File: config.mk
export PLATFORM = sky130hd
export DESIGN_NAME = websocket_frame_decoder_flat
export DESIGN_NICKNAME = d
export VERILOG_FILES = /design/src/rtl/wsd_pkg.sv /design/src/rtl/wsd_ifs.sv /design/src/rtl/wsd_parser.sv /design/src/rtl/wsd_result_fifo.sv /design/src/rtl/websocket_frame_decoder.sv /design/src/flat_wrapper.sv
export SDC_FILE = /design/constraint.sdc
export NUM_CORES = 1
export LEC_CHECK = 0
export ABC_AREA = 1
export BUFFER_PORTS_ARGS = -buffer_cell sky130_fd_sc_hd__buf_2
export CAP_MARGIN = 25
export CORE_AREA = 3 3 334 336
export DETAILED_ROUTE_END_ITERATION = 7
export DIE_AREA = 0 0 337 339
export SLEW_MARGIN = 20
export SYNTH_ARGS = -nofsm -noshare
export SYNTH_HDL_FRONTEND = slang
export SYNTH_SLANG_ARGS = --single-unit
File: constraint.sdc
create_clock -name clk -period 11.6 [get_ports clk]
set_input_delay 1.74 -clock clk [delete_from_list [all_inputs] [get_ports clk]]
set_output_delay 1.74 -clock clk [all_outputs]
set_load 0.1 [all_outputs]
File: src/rtl/wsd_pkg.sv
// Shared types, codes and result builders for the WebSocket frame decoder.
package wsd_pkg;

  // Result kinds
  localparam logic [1:0] KIND_PAYLOAD = 2'd0;
  localparam logic [1:0] KIND_HEADER  = 2'd1;
  localparam logic [1:0] KIND_ERROR   = 2'd2;

  // Error codes
  localparam logic [2:0] ERR_NONE        = 3'd0;
  localparam logic [2:0] ERR_SHORT_HDR   = 3'd1;
  localparam logic [2:0] ERR_SHORT_LEN16 = 3'd2;
  localparam logic [2:0] ERR_SHORT_LEN64 = 3'd3;
  localparam logic [2:0] ERR_SHORT_KEY   = 3'd4;
  localparam logic [2:0] ERR_SHORT_PAY   = 3'd5;

  // Parse phases
  localparam logic [2:0] PH_B0    = 3'd0;
  localparam logic [2:0] PH_B1    = 3'd1;
  localparam logic [2:0] PH_EXT16 = 3'd2;
  localparam logic [2:0] PH_EXT64 = 3'd3;
  localparam logic [2:0] PH_KEY   = 3'd4;
  localparam logic [2:0] PH_PAY   = 3'd5;

  // Header length forms
  localparam logic [6:0] LEN7_MAX   = 7'd125;
  localparam logic [6:0] LEN7_EXT16 = 7'd126;
  localparam logic [3:0] EXT16_BYTES = 4'd2;
  localparam logic [3:0] EXT64_BYTES = 4'd8;

  typedef struct packed {
    logic [1:0]  kind;
    logic [7:0]  payload_byte;
    logic        fin;
    logic [3:0]  opcode;
    logic        masked;
    logic [63:0] payload_length;
    logic [31:0] mask_key;
    logic [2:0]  error_code;
    logic        frame_end;
  } result_t;

  // Write enables from the parser toward the result queue
  typedef struct packed {
    logic push0;
    logic push1;
  } push_t;

  function automatic result_t make_frame(logic [1:0] kind, logic [7:0] pb, logic fin,
                                         logic [3:0] opcode, logic masked,
                                         logic [63:0] len, logic [31:0] key,
                                         logic frame_end);
    result_t r;
    r.kind           = kind;
    r.payload_byte   = pb;
    r.fin            = fin;
    r.opcode         = opcode;
    r.masked         = masked;
    r.payload_length = len;
    r.mask_key       = key;
    r.error_code     = ERR_NONE;
    r.frame_end      = frame_end;
    return r;
  endfunction

  function automatic result_t make_err(logic [2:0] code);
    result_t r;
    r            = '0;
    r.kind       = KIND_ERROR;
    r.error_code = code;
    return r;
  endfunction

endpackage

File: src/rtl/wsd_ifs.sv
// Valid/ready channel interfaces for the decoder's byte input and result output.
interface wsd_in_if;
  logic       valid;
  logic       ready;
  logic [7:0] data_byte;
  logic       last_byte;

  modport source (output valid, output data_byte, output last_byte, input ready);
  modport sink (input valid, input data_byte, input last_byte, output ready);
endinterface

interface wsd_out_if;
  logic        valid;
  logic        ready;
  logic [1:0]  kind;
  logic [7:0]  payload_byte;
  logic        fin;
  logic [3:0]  opcode;
  logic        masked;
  logic [63:0] payload_length;
  logic [31:0] mask_key;
  logic [2:0]  error_code;
  logic        frame_end;

  modport source (output valid, output kind, output payload_byte, output fin,
                  output opcode, output masked, output payload_length,
                  output mask_key, output error_code, output frame_end,
                  input ready);
  modport sink (input valid, input kind, input payload_byte, input fin,
                input opcode, input masked, input payload_length,
                input mask_key, input error_code, input frame_end,
                output ready);
endinterface

File: src/rtl/wsd_parser.sv
// Input byte register and single-pass frame parse step producing up to two results.
module wsd_parser (
  input  logic                 clk,
  input  logic                 rst,
  input  logic                 in_valid,
  input  logic [7:0]           in_data,
  input  logic                 in_last,
  output logic                 in_ready,
  input  logic                 room,
  output wsd_pkg::push_t       push,
  output wsd_pkg::result_t     res0,
  output wsd_pkg::result_t     res1
);

  logic       inq_valid;
  logic [7:0] inq_data;
  logic       inq_last;
  logic       fire;

  logic [2:0]  phase, phase_next;
  logic [3:0]  ext_left, ext_left_next;
  logic [63:0] length_accum, length_accum_next;
  logic [63:0] payload_left, payload_left_next;
  logic [31:0] key_reg, key_reg_next;
  logic [1:0]  key_index, key_index_next;
  logic        fin_reg, fin_reg_next;
  logic [3:0]  opcode_reg, opcode_reg_next;
  logic        masked_reg, masked_reg_next;

  logic       after_len;
  logic       hdr_done;
  logic [7:0] key_byte;
  logic [7:0] pb;
  logic [1:0] n_res;

  assign fire     = inq_valid && room;
  assign in_ready = !inq_valid || fire;

  always_ff @(posedge clk) begin
    if (rst) begin
      inq_valid <= 1'b0;
    end else if (in_ready) begin
      inq_valid <= in_valid;
    end
    if (in_ready && in_valid) begin
      inq_data <= in_data;
      inq_last <= in_last;
    end
  end

  // Key byte for the current payload position, first key byte first
  always_comb begin
    unique case (key_index)
      2'd0: key_byte = key_reg[31:24];
      2'd1: key_byte = key_reg[23:16];
      2'd2: key_byte = key_reg[15:8];
      default: key_byte = key_reg[7:0];
    endcase
  end

  assign pb = inq_data ^ key_byte;

  always_comb begin
    phase_next        = phase;
    ext_left_next     = ext_left;
    length_accum_next = length_accum;
    payload_left_next = payload_left;
    key_reg_next      = key_reg;
    key_index_next    = key_index;
    fin_reg_next      = fin_reg;
    opcode_reg_next   = opcode_reg;
    masked_reg_next   = masked_reg;
    after_len         = 1'b0;
    hdr_done          = 1'b0;
    n_res             = 2'd0;
    res0              = '0;
    res1              = '0;

    unique case (phase)
      wsd_pkg::PH_B1: begin
        masked_reg_next = inq_data[7];
        if (inq_data[6:0] <= wsd_pkg::LEN7_MAX) begin
          length_accum_next = {57'd0, inq_data[6:0]};
          after_len         = 1'b1;
        end else if (inq_data[6:0] == wsd_pkg::LEN7_EXT16) begin
          ext_left_next = wsd_pkg::EXT16_BYTES;
          phase_next    = wsd_pkg::PH_EXT16;
          if (inq_last) begin
            res0       = wsd_pkg::make_err(wsd_pkg::ERR_SHORT_LEN16);
            n_res      = 2'd1;
            phase_next = wsd_pkg::PH_B0;
          end
        end else begin
          ext_left_next = wsd_pkg::EXT64_BYTES;
          phase_next    = wsd_pkg::PH_EXT64;
          if (inq_last) begin
            res0       = wsd_pkg::make_err(wsd_pkg::ERR_SHORT_LEN64);
            n_res      = 2'd1;
            phase_next = wsd_pkg::PH_B0;
          end
        end
      end
      wsd_pkg::PH_EXT16, wsd_pkg::PH_EXT64: begin
        length_accum_next = {length_accum[55:0], inq_data};
        ext_left_next     = ext_left - 4'd1;
        if (ext_left_next == 4'd0) begin
          after_len = 1'b1;
        end else if (inq_last) begin
          res0       = wsd_pkg::make_err((phase == wsd_pkg::PH_EXT16) ?
                                         wsd_pkg::ERR_SHORT_LEN16 :
                                         wsd_pkg::ERR_SHORT_LEN64);
          n_res      = 2'd1;
          phase_next = wsd_pkg::PH_B0;
        end
      end
      wsd_pkg::PH_KEY: begin
        key_reg_next = {key_reg[23:0], inq_data};
        if (key_index == 2'd3) begin
          hdr_done = 1'b1;
        end else begin
          key_index_next = key_index + 2'd1;
          if (inq_last) begin
            res0       = wsd_pkg::make_err(wsd_pkg::ERR_SHORT_KEY);
            n_res      = 2'd1;
            phase_next = wsd_pkg::PH_B0;
          end
        end
      end
      wsd_pkg::PH_PAY: begin
        key_index_next    = key_index + 2'd1;
        payload_left_next = payload_left - 64'd1;
        n_res             = 2'd1;
        if (payload_left_next == 64'd0) begin
          res0       = wsd_pkg::make_frame(wsd_pkg::KIND_PAYLOAD, pb, fin_reg, opcode_reg,
                                           masked_reg, length_accum, key_reg, 1'b1);
          phase_next = wsd_pkg::PH_B0;
        end else begin
          res0 = wsd_pkg::make_frame(wsd_pkg::KIND_PAYLOAD, pb, fin_reg, opcode_reg,
                                     masked_reg, length_accum, key_reg, 1'b0);
          if (inq_last) begin
            res1       = wsd_pkg::make_err(wsd_pkg::ERR_SHORT_PAY);
            n_res      = 2'd2;
            phase_next = wsd_pkg::PH_B0;
          end
        end
      end
      default: begin
        // First header byte; unused phase codes land here too
        fin_reg_next      = inq_data[7];
        opcode_reg_next   = inq_data[3:0];
        masked_reg_next   = 1'b0;
        length_accum_next = '0;
        payload_left_next = '0;
        key_reg_next      = '0;
        key_index_next    = 2'd0;
        ext_left_next     = 4'd0;
        if (inq_last) begin
          res0       = wsd_pkg::make_err(wsd_pkg::ERR_SHORT_HDR);
          n_res      = 2'd1;
          phase_next = wsd_pkg::PH_B0;
        end else begin
          phase_next = wsd_pkg::PH_B1;
        end
      end
    endcase

    // Length known: collect the key, or finish the header
    if (after_len) begin
      if (masked_reg_next) begin
        key_index_next = 2'd0;
        if (inq_last) begin
          res0       = wsd_pkg::make_err(wsd_pkg::ERR_SHORT_KEY);
          n_res      = 2'd1;
          phase_next = wsd_pkg::PH_B0;
        end else begin
          phase_next = wsd_pkg::PH_KEY;
        end
      end else begin
        hdr_done = 1'b1;
      end
    end

    if (hdr_done) begin
      payload_left_next = length_accum_next;
      key_index_next    = 2'd0;
      n_res             = 2'd1;
      if (length_accum_next == 64'd0) begin
        res0       = wsd_pkg::make_frame(wsd_pkg::KIND_HEADER, 8'd0, fin_reg_next,
                                         opcode_reg_next, masked_reg_next,
                                         length_accum_next, key_reg_next, 1'b1);
        phase_next = wsd_pkg::PH_B0;
      end else begin
        res0 = wsd_pkg::make_frame(wsd_pkg::KIND_HEADER, 8'd0, fin_reg_next,
                                   opcode_reg_next, masked_reg_next,
                                   length_accum_next, key_reg_next, 1'b0);
        if (inq_last) begin
          res1       = wsd_pkg::make_err(wsd_pkg::ERR_SHORT_PAY);
          n_res      = 2'd2;
          phase_next = wsd_pkg::PH_B0;
        end else begin
          phase_next = wsd_pkg::PH_PAY;
        end
      end
    end
  end

  assign push.push0 = fire && (n_res != 2'd0);
  assign push.push1 = fire && (n_res == 2'd2);

  always_ff @(posedge clk) begin
    if (rst) begin
      phase     <= wsd_pkg::PH_B0;
      ext_left  <= 4'd0;
      key_index <= 2'd0;
    end else if (fire) begin
      phase     <= phase_next;
      ext_left  <= ext_left_next;
      key_index <= key_index_next;
    end
    if (fire) begin
      length_accum <= length_accum_next;
      payload_left <= payload_left_next;
      key_reg      <= key_reg_next;
      fin_reg      <= fin_reg_next;
      opcode_reg   <= opcode_reg_next;
      masked_reg   <= masked_reg_next;
    end
  end

endmodule

File: src/rtl/wsd_result_fifo.sv
// Four-entry result queue taking up to two results per cycle and giving one.
module wsd_result_fifo (
  input  logic             clk,
  input  logic             rst,
  input  wsd_pkg::push_t   push,
  input  wsd_pkg::result_t res0,
  input  wsd_pkg::result_t res1,
  output logic             room,
  output logic             out_valid,
  input  logic             out_ready,
  output wsd_pkg::result_t out_res
);

  wsd_pkg::result_t mem [4];
  logic [1:0] wr_ptr;
  logic [1:0] rd_ptr;
  logic [2:0] count;
  logic       pop;
  logic [2:0] n_push;

  assign pop       = out_valid && out_ready;
  assign out_valid = (count != 3'd0);
  assign out_res   = mem[rd_ptr];
  // Room for two more regardless of a pop this cycle
  assign room      = (count <= 3'd2);
  assign n_push    = {2'b00, push.push0} + {2'b00, push.push1};

  always_ff @(posedge clk) begin
    if (push.push0) begin
      mem[wr_ptr] <= res0;
    end
    if (push.push1) begin
      mem[wr_ptr + 2'd1] <= res1;
    end
  end

  always_ff @(posedge clk) begin
    if (rst) begin
      wr_ptr <= 2'd0;
      rd_ptr <= 2'd0;
      count  <= 3'd0;
    end else begin
      wr_ptr <= wr_ptr + n_push[1:0];
      if (pop) begin
        rd_ptr <= rd_ptr + 2'd1;
      end
      count <= count + n_push - {2'b00, pop};
    end
  end

endmodule

File: src/rtl/websocket_frame_decoder.sv
// WebSocket frame decoder: one raw byte per cycle in, header/payload/error results out.
// A result passes through the input byte register, then the parse step writes it
// into the result queue. Throughput: one byte per cycle while the queue has room
// for two results; a byte that yields two results (payload or header followed by
// a short-payload error) is absorbed by the 4-entry queue.
// Reset (rst, synchronous, active high): parser expects the first header byte, queue empty.
module websocket_frame_decoder (
  input  logic      clk,
  input  logic      rst,
  wsd_in_if.sink    rx,
  wsd_out_if.source tx
);

  wsd_pkg::push_t   push;
  wsd_pkg::result_t res0;
  wsd_pkg::result_t res1;
  wsd_pkg::result_t out_res;
  logic             room;

  // Parse one registered byte per cycle whenever the queue can take two results
  wsd_parser u_parser (
    .clk      (clk),
    .rst      (rst),
    .in_valid (rx.valid),
    .in_data  (rx.data_byte),
    .in_last  (rx.last_byte),
    .in_ready (rx.ready),
    .room     (room),
    .push     (push),
    .res0     (res0),
    .res1     (res1)
  );

  // Hold results until the sink takes each item
  wsd_result_fifo u_fifo (
    .clk       (clk),
    .rst       (rst),
    .push      (push),
    .res0      (res0),
    .res1      (res1),
    .room      (room),
    .out_valid (tx.valid),
    .out_ready (tx.ready),
    .out_res   (out_res)
  );

  // Fan the queued result out onto the channel fields
  assign tx.kind           = out_res.kind;
  assign tx.payload_byte   = out_res.payload_byte;
  assign tx.fin            = out_res.fin;
  assign tx.opcode         = out_res.opcode;
  assign tx.masked         = out_res.masked;
  assign tx.payload_length = out_res.payload_length;
  assign tx.mask_key       = out_res.mask_key;
  assign tx.error_code     = out_res.error_code;
  assign tx.frame_end      = out_res.frame_end;

endmodule

File: src/flat_wrapper.sv
// flat-port wrapper written by rule: the top's interface ports become plain ports
module websocket_frame_decoder_flat 
  (clk, rst, rx_valid, rx_data_byte, rx_last_byte, rx_ready, tx_valid, tx_kind, tx_payload_byte, tx_fin, tx_opcode, tx_masked, tx_payload_length, tx_mask_key, tx_error_code, tx_frame_end, tx_ready);
  wsd_in_if rx_i ();
  wsd_out_if tx_i ();
  input  logic clk;
  input  logic rst;
  input wire logic [$bits(rx_i.valid)-1:0] rx_valid;
  input wire logic [$bits(rx_i.data_byte)-1:0] rx_data_byte;
  input wire logic [$bits(rx_i.last_byte)-1:0] rx_last_byte;
  output wire logic [$bits(rx_i.ready)-1:0] rx_ready;
  output wire logic [$bits(tx_i.valid)-1:0] tx_valid;
  output wire logic [$bits(tx_i.kind)-1:0] tx_kind;
  output wire logic [$bits(tx_i.payload_byte)-1:0] tx_payload_byte;
  output wire logic [$bits(tx_i.fin)-1:0] tx_fin;
  output wire logic [$bits(tx_i.opcode)-1:0] tx_opcode;
  output wire logic [$bits(tx_i.masked)-1:0] tx_masked;
  output wire logic [$bits(tx_i.payload_length)-1:0] tx_payload_length;
  output wire logic [$bits(tx_i.mask_key)-1:0] tx_mask_key;
  output wire logic [$bits(tx_i.error_code)-1:0] tx_error_code;
  output wire logic [$bits(tx_i.frame_end)-1:0] tx_frame_end;
  input wire logic [$bits(tx_i.ready)-1:0] tx_ready;
  assign rx_i.valid = rx_valid;
  assign rx_i.data_byte = rx_data_byte;
  assign rx_i.last_byte = rx_last_byte;
  assign rx_ready = rx_i.ready;
  assign tx_valid = tx_i.valid;
  assign tx_kind = tx_i.kind;
  assign tx_payload_byte = tx_i.payload_byte;
  assign tx_fin = tx_i.fin;
  assign tx_opcode = tx_i.opcode;
  assign tx_masked = tx_i.masked;
  assign tx_payload_length = tx_i.payload_length;
  assign tx_mask_key = tx_i.mask_key;
  assign tx_error_code = tx_i.error_code;
  assign tx_frame_end = tx_i.frame_end;
  assign tx_i.ready = tx_ready;
  websocket_frame_decoder u_core (.clk(clk), .rst(rst), .rx(rx_i), .tx(tx_i));
endmodule
==> impl_metrics.yaml <==
run:
  drv_cap: 0
floorplanning:
  ioPinCount: 131
  die_area_mm2: 0.114
  fp.dieW_um: 337
  die_y_um: 339
  core_mm2: 0.109
  num_rows: 121
  start_util: 0.299
sta:
  fin_crit_sh: 0.605
  setup_viol: 0
  hold_viol_final: 0
  tightest_slew_ns: 1.15
  finalSetupTns_ns: 0
  grt_setup_unrepaired: "no"
  min_period_ns: 7.01
  finalMaxSlewViolations: 0
  maxSlewHeadroom: 0.231
  skew_ns: 0.0335
  clock.fmax_mhz: 143
grt:
  grt_overflow: 0
  grt_max_degree: 190
  antenna_found_initial: 1
  track_usage: 0.195
  grt_pass1_wl_um: 177000
  first_global_vias: 28800
placement:
  hpwl_um: 70700
  gp_congestion: 0.934
  dp_cells: 5669
  port_buffers: 130
hold_path:
  hp-class: "register to register"
critical_path:
  path_cells: "inv_2 -> nor2_1 -> inv_2 -> buf_4 -> o21ai_0 -> inv_1 -> o21ai_4 -> buf_4 -> inv_1 -> nor2_1 -> nand2_1 -> nand2_1 -> inv_2 -> nand2_8 -> nand3_4 -> inv_4 -> buf_4 -> nand2_1 -> nand2_1"
  worst_setup_path_start_kind: "register"
  critPathSlowestCell: "nand3_4"
  worstPathArrival_ns: 7.57
  cpPeakStageDelay_ns: 0.86
  crit_family: "buffers and inverters"
  critPathKind: "register to register"
  end_kind: "register"
  cp_common_cell: "nand2_1"
  path_buf_inv: 9
  required_ns: 12.16
  crit_fanout: 143
drt:
  routedWlPerCell_um: 20.0
  avgViaCountPerCell: 5.50
  drt-total-wl_um: 116000
  drtIter0Drc: 3878
  drcViolationCount: 0
  vias: 31900
  ant_nets: 0
  drtPass1Iterations: 6
synth:
  synth_top_cell_by_area: "dfxtp_1"
  synth_nets: 4463
  yosys_register_bits: 658
  synth_area_per_cell_um2: 7.34
  ys_seq_area_frac: 0.462
  ys_types: 43
  synth_ff_type: "dfxtp_1"
  synth_top_area_share: 0.290
  synthTopCellsByArea: "dfxtp_1 (29%), edfxtp_1 (17%), nand2_1 (12%)"
  async_flop_share: 0
  synth_enable_flop_cells: 187
  yosys_warnings: 0
  synth_cells: 4435
  syn_area_mm2: 0.0326
layout:
  area.sequential_mm2: 0.0151
  fillers: 11500
  final_util: 0.337
  fin_cells: 5810
  synthToLayoutAreaGrowth_pct: 12.6
  top_register: "u_core.u_fifo.mem"
  drive_above_1_share: 0.0824
  largest_reg_flops: 464
  multiInputGateArea_mm2: 0.0152
  final_nets: 4364
  reg_top3: "u_core.u_fifo.mem: 464 flops, u_core.u_parser.length_accum: 64 flops, u_core.u_parser.payload_left: 64 flops"
cts:
  cts_tree: "built"
  worst_setup_hold_path_clk_slew_ns: 0.06
  clockRootBuffer: "clkbuf_16"
  numCtsBuffers: 74
  cts_num_sinks: 658
  clk_latency_ns: 0.64
  hold_buffers: 0
  clock_path_buffers: 3
  postCtsResizedCells: 0
  post_cts_buffers: 0
  htreeDepth: 3
pwr:
  vdd_drop_max_uv: 211
  p_leak_nw: 15.9
  cellPowerDensity_mw_per_mm2: 229
status:
  status: "complete, no violations"
[cell usage after synthesis, types with 10 or more instances]
| library cell | n |
|---|---|
| nor2_2 | 10 |
| nand4_1 | 358 |
| xor2_1 | 21 |
| buf_2 | 73 |
| inv_2 | 22 |
| nand2_1 | 1081 |
| o22ai_1 | 173 |
| inv_1 | 221 |
| clkbuf_1 | 232 |
| o21ai_0 | 449 |
| edfxtp_1 | 187 |
| nand3b_1 | 23 |
| a21oi_1 | 27 |
| buf_1 | 31 |
| nor2_1 | 470 |
| dfxtp_1 | 471 |
| ha_1 | 14 |
| nand3_1 | 484 |
[tightest hold or removal path, cell delays in order (launching register included)]
cell and delay [ns]:
dfxtp_1 0.30, nand3_1 0.07, nand2_1 0.04
[worst paths after layout]
| check | startpoint | endpoint | slack (ns) | cells past startpoint |
|---|---|---|---|---|
| max | u_core.u_parser.phase[1] | u_core.u_fifo.mem[3][88] | 4.59 | 19 |
| min reg2reg | u_core.u_fifo.mem[1][54] | u_core.u_fifo.mem[1][54] | 0.46 | 2 |
| min | u_core.u_fifo.mem[1][54] | u_core.u_fifo.mem[1][54] | 0.46 | 2 |
| max reg2reg | u_core.u_parser.phase[1] | u_core.u_fifo.mem[3][88] | 4.59 | 19 |
[routing by layer]
layer / vias up / share of wire / track usage
met2: 1431 / 0.45 / 0.295
met1: 15300 / 0.44 / 0.282
met3: 171 / 0.088 / 0.0341
met5: - / 0.00011 / 0
met4: 2 / 0.024 / 0.0563
li1: 15000 / - / -
[report_power, final]
part           switching, mW  internal [mW]  total [mW]  leakage, nW
clock network           1.01           1.49        2.50         1.27
logic                   2.71          0.507        3.22         9.06
registers              0.118           2.57        2.69         5.58
[layout make-up]
cell class / instances / area share
sequential: 658 / 0.411
inverter: 246 / 0.0255
multi-input combinational: 3182 / 0.415
tap: 1414 / 0.0483
antenna: 1 / 0.0000683
clock buffer: 114 / 0.0641
timing repair buffer: 174 / 0.0298
clock inverter: 21 / 0.00625
[through the flow]
stage / hold slack, ns / area (µm²) / total power [mW] / setup slack (ns)
floorplan: 0.423 / 32600 / 5.18 / 5.36
global placement: 0.438 / 33900 / 5.90 / 4.74
detailed placement: 0.448 / 34000 / 5.92 / 4.61
CTS: 0.463 / 36500 / 8.41 / 4.60
global route: 0.476 / 36600 / 8.73 / 4.00
finish: 0.460 / 36600 / 8.41 / 4.59
[placed cells by master (no fill, tap or decap), types with 7 or more instances in the layout]
| cell type | n |
|---|---|
| nand3_1 | 484 |
| xor2_1 | 21 |
| nand2_1 | 1081 |
| clkbuf_16 | 84 |
| nor2_1 | 465 |
| o21ai_0 | 449 |
| nand4_1 | 358 |
| ha_1 | 14 |
| edfxtp_1 | 187 |
| clkbuf_8 | 13 |
| nor2_4 | 10 |
| inv_1 | 218 |
| clkbuf_1 | 15 |
| buf_2 | 130 |
| buf_4 | 36 |
| inv_2 | 23 |
| nor2_2 | 10 |
| o22ai_1 | 173 |
| o21ai_1 | 7 |
| clkinv_2 | 9 |
| nand3b_1 | 23 |
| dfxtp_1 | 469 |
| a21oi_1 | 26 |
[cells by family (layout without fill, tap and decap cells)]
family / count (synthesis) / in the layout / share of synthesized area
AO/OA/AOI/OAI: 679 / 679 / 0.113
XOR/XNOR: 27 / 27 / 0.00726
adder cells (fa/ha/maj): 15 / 15 / 0.00600
buffers and inverters: 595 / 555 / 0.0740
flip-flops: 658 / 658 / 0.462
other: 0 / 1 / 0
AND/OR/NAND/NOR: 2461 / 2461 / 0.337
Power figures use the tool's default switching activity.
